<file path="config.mk">
export PLATFORM = sky130hd
export DESIGN_NAME = box_filter_rgb565_line
export DESIGN_NICKNAME = d
export VERILOG_FILES = /design/src/sv/bfl_pkg.sv /design/src/sv/box_filter_rgb565_line.sv
export SDC_FILE = /design/constraint.sdc
export NUM_CORES = 1
export LEC_CHECK = 0
export ABC_AREA = 1
export BUFFER_PORTS_ARGS = -buffer_cell sky130_fd_sc_hd__buf_2
export CORE_ASPECT_RATIO = 1.1
export CORE_MARGIN = 10
export CORE_UTILIZATION = 60
export CTS_BUF_LIST = sky130_fd_sc_hd__clkbuf_4 sky130_fd_sc_hd__clkbuf_8 sky130_fd_sc_hd__clkbuf_16
export CTS_CLUSTER_DIAMETER = 100
export DETAILED_ROUTE_END_ITERATION = 8
export GPL_ROUTABILITY_DRIVEN = 1
export GPL_TIMING_DRIVEN = 0
export PLACE_DENSITY = 0.76
export SKIP_CTS_REPAIR_TIMING = 1
export SLEW_MARGIN = 10
export SYNTH_ARGS = -nofsm -noshare
export SYNTH_HDL_FRONTEND = slang
export SYNTH_SLANG_ARGS = --single-unit
</file>
<file path="constraint.sdc">
create_clock -name clk -period 6.25 [get_ports clk]
set_clock_uncertainty 0.05 [all_clocks]
set_input_delay 1.5625 -clock clk [delete_from_list [all_inputs] [get_ports clk]]
set_output_delay 1.5625 -clock clk [all_outputs]
set_load 0.05 [all_outputs]
</file>
<file path="src/sv/bfl_pkg.sv">
// Shared constants and types for the RGB565 line box filter.
// No dependencies; imported by box_filter_rgb565_line.
package bfl_pkg;

  localparam int MAX_TAPS = 8;
  localparam int MAX_LINE = 4096;

  localparam int TAP_IDX_W = $clog2(MAX_TAPS);
  localparam int POS_W     = $clog2(MAX_LINE);
  localparam int LEN_W     = 13;

  // register indexes on the config port
  localparam logic [3:0] CFG_TAP_SELECT  = 4'd0;
  localparam logic [3:0] CFG_LINE_LENGTH = 4'd1;

  // tap selector codes
  localparam logic [1:0] TAPS_2 = 2'd0;
  localparam logic [1:0] TAPS_4 = 2'd1;

  typedef logic [15:0] pixel_t;

  // one result beat waiting in the output queue
  typedef struct packed {
    pixel_t pix;
    logic   line_end;
  } result_t;

endpackage

</file>
<file path="src/sv/box_filter_rgb565_line.sv">
// RGB565 moving-average box filter over one line: window regs, running sums,
// 2-entry result queue. Depends on bfl_pkg.
//
// Usage: one pixel beat in, one pixel beat out, in line order. A beat is
// registered at the input, filtered against the running red/green/blue
// sums and the 8-entry pixel history, and written to a two-entry result
// queue; a new beat is taken every cycle while the queue has room and no
// tail read-out is running. Results trail the input by taps/2-1 pixels;
// the last pixel of a line releases the remaining taps/2 pixels: one from
// the filter path and taps/2 - 1 (0, 1 or 3) that the tail sequencer reads
// out of the history one per cycle while the queue has room. The first and
// last taps/2 pixels pass through unchanged; a line shorter than taps
// passes through with no delay. Config writes are accepted at any time
// (cfg_ready is always high) but are meant for an idle block; each one
// restarts the line.
module box_filter_rgb565_line
  import bfl_pkg::*;
(
  input  logic         clk,
  input  logic         rst_n,
  // pixel input
  input  logic         in_valid,
  output logic         in_ready,
  input  logic [15:0]  in_pixel_in,
  // result output
  output logic         out_valid,
  input  logic         out_ready,
  output logic [15:0]  out_pixel_out,
  output logic         out_line_end,
  // configuration writes
  input  logic         cfg_valid,
  output logic         cfg_ready,
  input  logic [3:0]   cfg_index,
  input  logic [12:0]  cfg_data
);

  // configuration
  logic [1:0]       tap_sel_r;
  logic [LEN_W-1:0] line_len_r;

  // input register
  logic   in_v_r;
  pixel_t in_pix_r;

  // window state
  pixel_t           hist_r [MAX_TAPS];
  logic [7:0]       red_sum_r, red_sum_nxt;
  logic [8:0]       grn_sum_r, grn_sum_nxt;
  logic [7:0]       blu_sum_r, blu_sum_nxt;
  logic [POS_W-1:0] pos_r;

  // line-end tail sequencer
  logic                 flush_act_r;
  logic [TAP_IDX_W-1:0] flush_k_r;
  logic [TAP_IDX_W-1:0] flush_base_r;

  // result queue
  result_t    q_ent_r [2];
  logic       q_wr_r, q_rd_r;
  logic [1:0] q_cnt_r;

  // decoded window length
  logic [3:0]           taps;
  logic [TAP_IDX_W-1:0] half;
  logic [TAP_IDX_W-1:0] mask;
  logic [1:0]           shamt;
  logic [LEN_W-1:0]     len_eff;

  always_comb begin
    case (tap_sel_r)
      TAPS_2: begin
        taps  = 4'd2;
        shamt = 2'd1;
      end
      TAPS_4: begin
        taps  = 4'd4;
        shamt = 2'd2;
      end
      default: begin
        taps  = 4'd8;
        shamt = 2'd3;
      end
    endcase
    half = taps[TAP_IDX_W:1];
    mask = TAP_IDX_W'(taps - 4'd1);
  end

  // line length zero acts as one pixel, overlong acts as MAX_LINE
  always_comb begin
    if (line_len_r == '0)
      len_eff = LEN_W'(1);
    else if (line_len_r > LEN_W'(MAX_LINE))
      len_eff = LEN_W'(MAX_LINE);
    else
      len_eff = line_len_r;
  end

  // handshakes
  logic q_space, proc, flush_push, push, pop;

  assign q_space    = (q_cnt_r != 2'd2);
  assign proc       = in_v_r && !flush_act_r && q_space;
  assign flush_push = flush_act_r && q_space;
  assign in_ready   = !in_v_r || proc;
  assign cfg_ready  = 1'b1;
  assign out_valid  = (q_cnt_r != 2'd0);
  assign pop        = out_valid && out_ready;

  // per-pixel filter step
  logic [LEN_W-1:0]     n_p1;
  logic                 last, short_line, interior, emit_main, start_flush;
  logic                 first_fill, line_start;
  logic [TAP_IDX_W-1:0] slot, rd_idx;
  pixel_t               old_pix, pass_pix, avg_pix, main_pix;
  logic                 main_end;
  logic [8:0]           red_rnd, blu_rnd;
  logic [9:0]           grn_rnd;

  always_comb begin
    n_p1       = LEN_W'(pos_r) + LEN_W'(1);
    last       = (n_p1 >= len_eff);
    line_start = (pos_r == '0);
    short_line = (len_eff < LEN_W'(taps));
    slot       = pos_r[TAP_IDX_W-1:0] & mask;
    // slots not yet written in this line count as zero
    first_fill = (LEN_W'(pos_r) < LEN_W'(taps));
    old_pix    = first_fill ? '0 : hist_r[slot];

    red_sum_nxt = (line_start ? 8'd0 : red_sum_r) - 8'(old_pix[15:11])
                  + 8'(in_pix_r[15:11]);
    grn_sum_nxt = (line_start ? 9'd0 : grn_sum_r) - 9'(old_pix[10:5])
                  + 9'(in_pix_r[10:5]);
    blu_sum_nxt = (line_start ? 8'd0 : blu_sum_r) - 8'(old_pix[4:0])
                  + 8'(in_pix_r[4:0]);

    // rounded average, taps is a power of two
    red_rnd = (9'(red_sum_nxt) + 9'(half)) >> shamt;
    grn_rnd = (10'(grn_sum_nxt) + 10'(half)) >> shamt;
    blu_rnd = (9'(blu_sum_nxt) + 9'(half)) >> shamt;
    avg_pix = {red_rnd[4:0], grn_rnd[5:0], blu_rnd[4:0]};

    // edge pixel taps/2-1 behind the input, bypassing this cycle's write
    rd_idx   = (pos_r[TAP_IDX_W-1:0] - (half - TAP_IDX_W'(1))) & mask;
    pass_pix = (rd_idx == slot) ? in_pix_r : hist_r[rd_idx];

    interior    = (n_p1 >= LEN_W'({half, 1'b0})) && !last;
    emit_main   = short_line || (n_p1 >= LEN_W'(half));
    start_flush = !short_line && last && (half >= TAP_IDX_W'(2));

    if (short_line) begin
      main_pix = in_pix_r;
      main_end = last;
    end else begin
      main_pix = interior ? avg_pix : pass_pix;
      main_end = last && (half == TAP_IDX_W'(1));
    end
  end

  // tail read-out
  logic [TAP_IDX_W-1:0] flush_idx;
  result_t              push_ent;

  always_comb begin
    flush_idx = (flush_base_r - flush_k_r) & mask;
    push      = (proc && emit_main) || flush_push;
    if (flush_push) begin
      push_ent.pix      = hist_r[flush_idx];
      push_ent.line_end = (flush_k_r == '0);
    end else begin
      push_ent.pix      = main_pix;
      push_ent.line_end = main_end;
    end
  end

  // control state
  always_ff @(posedge clk) begin
    if (!rst_n) begin
      tap_sel_r   <= TAPS_2;
      line_len_r  <= LEN_W'(MAX_LINE);
      in_v_r      <= 1'b0;
      pos_r       <= '0;
      flush_act_r <= 1'b0;
      q_wr_r      <= 1'b0;
      q_rd_r      <= 1'b0;
      q_cnt_r     <= 2'd0;
    end else begin
      if (in_ready)
        in_v_r <= in_valid;

      if (cfg_valid && cfg_ready) begin
        if (cfg_index == CFG_TAP_SELECT)
          tap_sel_r <= cfg_data[1:0];
        else if (cfg_index == CFG_LINE_LENGTH)
          line_len_r <= cfg_data;
        pos_r <= '0;
      end else if (proc) begin
        pos_r <= last ? '0 : pos_r + POS_W'(1);
      end

      if (proc && start_flush) begin
        flush_act_r <= 1'b1;
      end else if (flush_push && flush_k_r == '0) begin
        flush_act_r <= 1'b0;
      end

      if (push)
        q_wr_r <= !q_wr_r;
      if (pop)
        q_rd_r <= !q_rd_r;
      q_cnt_r <= q_cnt_r + 2'(push) - 2'(pop);
    end
  end

  // payload registers
  always_ff @(posedge clk) begin
    if (in_ready)
      in_pix_r <= in_pixel_in;
    if (proc) begin
      hist_r[slot] <= in_pix_r;
      red_sum_r    <= red_sum_nxt;
      grn_sum_r    <= grn_sum_nxt;
      blu_sum_r    <= blu_sum_nxt;
    end
    if (proc && start_flush) begin
      flush_k_r    <= half - TAP_IDX_W'(2);
      flush_base_r <= pos_r[TAP_IDX_W-1:0];
    end else if (flush_push) begin
      flush_k_r <= flush_k_r - TAP_IDX_W'(1);
    end
    if (push)
      q_ent_r[q_wr_r] <= push_ent;
  end

  assign out_pixel_out = q_ent_r[q_rd_r].pix;
  assign out_line_end  = q_ent_r[q_rd_r].line_end;

  // checks
  a_q_bound: assert property (@(posedge clk) disable iff (!rst_n)
    q_cnt_r <= 2'd2)
    else $error("result queue count out of range");

  a_flush_start: assert property (@(posedge clk) disable iff (!rst_n)
    $rose(flush_act_r) |-> $past(proc && last))
    else $error("tail read-out started without a line-ending beat");

  a_no_proc_in_flush: assert property (@(posedge clk) disable iff (!rst_n)
    flush_act_r |=> $stable(pos_r) || !$past(flush_act_r) || $past(cfg_valid))
    else $error("line position moved during tail read-out");

  a_pos_range: assert property (@(posedge clk) disable iff (!rst_n)
    LEN_W'(pos_r) < len_eff || $past(cfg_valid))
    else $error("line position beyond line length");

endmodule
</file>
# [Word-level counts from Yosys, hierarchy flattened]
# Memory sizes are Yosys's and may differ from the RTL's. A register that Yosys moved wholly into a read port is not among the register bits.
# Index checks and enable logic that the tools add are counted.
[word_totals] regBits=80 latchBits=0 mem_bits_rw=162 romBits=0 in_bits=38 out_inout_bits=20 elab_cells=110 mem_count=2
[mem_list] memory="hist_r" depth=8 width=16 read_ports=3 rd_clocked_by_memory_dff=0 write_ports=1 line="box_filter_rgb565_line.sv:46" rtl="pixel_t hist_r [MAX_TAPS];"
[mem_list] memory="q_ent_r" depth=2 width=17 read_ports=1 rd_clocked_by_memory_dff=1 write_ports=1 line="box_filter_rgb565_line.sv:58" rtl="result_t q_ent_r [2];"
[classes] add_sub_neg=19 mul=0 div_mod_pow=0 order_cmp=7 eq_ne=5 shifts=3 n_mux=24 bitwise=5 reduce_logical=31
[ops] cell="$mux W16" n=4
[ops] cell="$mux W13" n=2
[ops] cell="$add A8 B3 Y9" n=2
[ops] cell="$shr A9 B2 Y5" n=2
[ops] cell="$mux W17" n=1
[ops] cell="$add A8 B5 Y8" n=2
[ops] cell="$mux W8" n=2
[ops] cell="$sub A8 B5 Y8" n=2
[ops] cell="$add A12 B1 Y13 const B" n=1
[ops] cell="$ge A13 B13 Y1" n=1
[ops] cell="$ge A13 B3 Y1" n=1
[ops] cell="$ge A13 B4 Y1" n=1
[ops] cell="$gt A13 B13 Y1 const B" n=1
[ops] cell="$logic_not A13 Y1" n=1
[ops] cell="$lt A13 B4 Y1" n=1
[ops] cell="$add A12 B1 Y12 const B" n=1
[ops] cell="$logic_not A12 Y1" n=1
[ops] cell="$lt A12 B4 Y1" n=1
[ops] cell="$mux W12" n=1
[ops] cell="$logic_and A1 B1 Y1" n=11
[ops] cell="$add A9 B3 Y10" n=1
[ops] cell="$shr A10 B2 Y6" n=1
[ops] cell="$add A9 B6 Y9" n=1
[ops] cell="$and A3 B3 Y3" n=3
[ops] cell="27 further kinds" n=49

# [Depth between registers and ports, before layout]
# An unclocked memory read counts as a cell.
[depth] word_depth=13 depth_mapped=32 ltp_nobuf=31

# [Worst setup path after synthesis]
# Ideal clock, no wire load.
[synth_path] path_type="register to register" from="register tap_sel_r[1]" to="memory q_ent_r[0][2] (netlist bit), data pin" setup_ps=261 t_arrival_ps=4610 path_slack_ps=1329 path_stages_with_launch=29 path_buffers=4 synth_period_minus_slack_ps=4921 cell_sequence="dfxtp_1 buf_4 nor2_1 clkinv_1 clkbuf_1 ha_1 o211ai_1 and3_1 clkbuf_1 clkbuf_1 nor2_1 fa_1 fa_1 xnor2_1 ha_1 nand2_1 inv_1 nand2_1 nand3_1 inv_1 nand2_1 nand2_1 nand2_1 nand2_1 nor2_1 o21ai_0 nand3_1 nand2_1 nand2_1"
[synth_rtl] element="start: declaration" line="box_filter_rgb565_line.sv:38" rtl="logic [1:0] tap_sel_r;"
[synth_rtl] element="start signal: assignment" line="box_filter_rgb565_line.sv:192" rtl="tap_sel_r <= cfg_data[1:0];"
[synth_rtl] element="end: declaration" line="box_filter_rgb565_line.sv:58"

==> results.md <==
- Critical path startpoint: tap_sel_r[1]$_SDFFE_PN0P_
- Vias: 15103
- Final hold violations: 0
- Final #Nets: 2215
- Synthesized instance count: 1998
- Clock Path Buffers: 3
- Mean Syn Cell Area: 7.98 sq um
- Final WL: 55200 microns
- DRC violations left: 0
- FP Rows: 62
- Vias in the first global route: 14489
- Power, Total: 5.25 mW
- Biggest area consumer among synthesized cells: edfxtp_1
- Initial DRC count: 2220
- Dpl hpwl: 41000 microns
- HP Class: register to register
- Root Buffer: clkbuf_16
- Worst EP required: 6.47 ns
- First-pass GRT wire length: 83500 microns
- Initial antenna violation count: 1
- Hold slack: 0.415 ns
- Worst-Margin Slew: 1.07 ns
- Setup violators final: 0
- Pleak: 7.66 nW
- Antenna Nets Post-Route: 0
- Crit path arrival time: 6.18 ns
- Clk Latency, worst-skew pair: 0.55 ns
- H-tree depth: 1
- I/O Buffers: 56
- Number of top-level pins: 58
- Drt first pass iters: 6
- Crit share post-route: 95.5%
- Worst hold path startpoint: q_rd_r$_SDFFE_PN0P_
- Area Overhead vs Synth: 10.9%
- Max IR drop VDD: 0.281 mV
- Crit start category: register
- Register area share after synthesis: 43.6%
- Placer Congestion: 1.08
- Setup TNS: 0 ns
- Post-synth EDFFs: 209
- Status: finished, final reports clean
- Worst rel slew slack: 28.4%
- CTS Sinks: 243
- Max-slew violations: 0
- Yosys reg bits: 243
- Congestion Overflow GR: 0
- CTS tree: done
- Max frequency: 168 MHz
- Drt wl/cell: 22.4 microns
- Crit end category: register
- Ranking of synthesized cells by area: edfxtp_1 39%, nand2_1 13%, o21ai_0 6.4%
- Initial Util: 61.0%
- Die span in y: 191 microns
- DIE AREA: 0.0335 sq mm
- Crit Path Class: register to register
- Mapped Nets: 2124
- Ys flop type: edfxtp_1
- Proportion of layout cells with a drive suffix above 1: 8.63%
- # diodes: 0
- Die X: 175 microns
- Mean number of vias per cell: 6.14
- Synth top area share: 39.3%
- Max-cap violations: 0
- Core ar.: 0.0261 sq mm
- Fill cell count: 2225
- Cell variety after synth: 49
- Largest net degree at the start of global routing: 29
- Post-synth ARST share: 0%
- Tmin final: 5.97 ns
- Post-Syn Area: 0.0160 sq mm
- Power per cell area: 297 mW/mm^2
- Total track usage: 32.4%
- CTS clock-pin slew for the worst setup and hold paths: 0.06 ns
- Num CTS Buffers: 25
- Crit Path Max Fanout: 10
- YS warnings: 0
- RR Startpoint: tap_sel_r[1]$_SDFFE_PN0P_
==> cells by family after synthesis <==
| logic type | Yosys count | synth area share (%) |
|---|---|---|
| AO/OA/AOI/OAI | 439 | 15.7 |
| XOR/XNOR | 21 | 1.20 |
| adder cells (fa/ha/maj) | 88 | 7.84 |
| buffers and inverters | 342 | 8.71 |
| flip-flops | 243 | 43.6 |
| multiplexers | 17 | 1.20 |
| other | 1 | 0.0235 |
| AND/OR/NAND/NOR | 847 | 21.7 |
==> per-layer routing <==
metal	vias to the layer above	global-route usage [%]	wire (microns)
met3	187	9.20	7260
met4	2	16.1	2950
met2	988	49.6	23900
li1	6915	-	-
met5	-	0	11
met1	7011	41.6	21000
==> cell type report <==
class / instances / area [sq um] / share of cell area (%)
Multi-Input combinational cell: 1413 / 7640 / 43.1
Sequential cell: 243 / 6960 / 39.3
Timing Repair Buffer: 64 / 413 / 2.33
Clock inverter: 14 / 180 / 1.02
Inverter: 245 / 920 / 5.20
Buffer: 97 / 474 / 2.68
Tap cell: 352 / 440 / 2.49
Clock buffer: 32 / 678 / 3.83
==> critical path: stages (launching register included) <==
cell and delay (ns):
dfxtp_1 0.37, buf_4 0.24, nor2_4 0.08, nor2_1 0.21
inv_1 0.09, nor2_1 0.75, clkbuf_1 0.61, a22oi_1 0.17
nand2_1 0.22, nor2_1 0.12, fa_1 0.51, fa_1 0.47
xnor2_1 0.16, ha_1 0.35, nand3_1 0.11, nand3_1 0.10
nand2_1 0.07, nor2_1 0.17, nand2_1 0.09, nand3_1 0.09
nand2_1 0.09, nor2_1 0.10, nor2_1 0.05, nand2_1 0.09
nand2_1 0.05, nand2_1 0.12, nand2_1 0.13
==> worst paths after layout <==
check / slack, ns / cells past startpoint / endpoint
setup / recovery: 0.28 / 26 / q_ent_r[1][16]$_DFFE_PP_
hold / removal: 0.41 / 1 / q_rd_r$_SDFFE_PN0P_
setup reg to reg: 0.28 / 26 / q_ent_r[1][16]$_DFFE_PP_
hold reg to reg: 0.41 / 1 / q_rd_r$_SDFFE_PN0P_
==> layout by cell type (no fill, tap or decap), drive strengths merged, types with 2 or more instances in the layout <==
master / synthesis / layout
nand2: 559 / 559
inv: 242 / 244
edfxtp: 209 / 209
o21ai: 209 / 209
nor2: 141 / 141
clkbuf: 76 / 108
nand3: 107 / 107
a21oi: 105 / 105
buf: 20 / 84
o211ai: 72 / 72
ha: 68 / 68
dfxtp: 34 / 34
a22oi: 32 / 32
fa: 20 / 20
mux2: 17 / 17
nand4: 15 / 15
xor2: 12 / 12
o31ai: 12 / 12
nand3b: 9 / 9
xnor2: 9 / 9
clkinv: 3 / 7
nor3: 6 / 6
or2: 5 / 5
bufinv: 0 / 4
clkinvlp: 0 / 4
o21bai: 2 / 2
and3: 2 / 2
==> Yosys cell counts (4+ instances only) <==
master,n
edfxtp_1,209
xnor2_1,8
xor2_1,12
nand2_2,4
dfxtp_1,34
o211ai_1,72
nand3b_1,9
a22oi_1,32
inv_1,237
or2_2,4
clkbuf_1,71
nor2_1,134
mux2_2,17
ha_1,68
nand2_1,555
a21oi_1,105
nand4_1,15
o21ai_1,5
o31ai_1,12
nor3_1,6
inv_2,5
o21ai_0,204
nor2_2,5
fa_1,20
clkbuf_8,5
buf_2,12
nand3_1,107
==> sequential cells by signal, summed over array words and instances (netlist names), named ones only <==
name and cells:
hist_r 128, q_ent_r 34, in_pix_r 16, line_len_r 13
pos_r 12, grn_sum_r 9, blu_sum_r 8, red_sum_r 8
flush_base_r 3, flush_k_r 3, q_cnt_r 2, tap_sel_r 2
flush_act_r 1, in_v_r 1, q_rd_r 1, q_wr_r 1
==> power by group <==
part	leakage (nW)	internal, mW	total (mW)	switching (mW)
logic	5.04	0.497	1.64	1.15
clock network	0.414	0.934	1.58	0.647
registers	2.20	1.94	2.03	0.0844
total	7.66	3.38	5.25	1.88
==> per-stage QoR <==
step	util (%)	instance area, sq um	cells	worst slack, ns
5_1_grt	67.7	17700	2460	-0.0207
3_5_place_dp	64.4	16800	2414	0.0635
3_3_place_gp	63.8	16700	2406	0.0925
2_1_floorplan	-	16000	1998	1.33
6_report	67.7	17700	2460	0.284
4_1_cts	67.7	17700	2460	0.0389
Power figures use the tool's default switching activity.
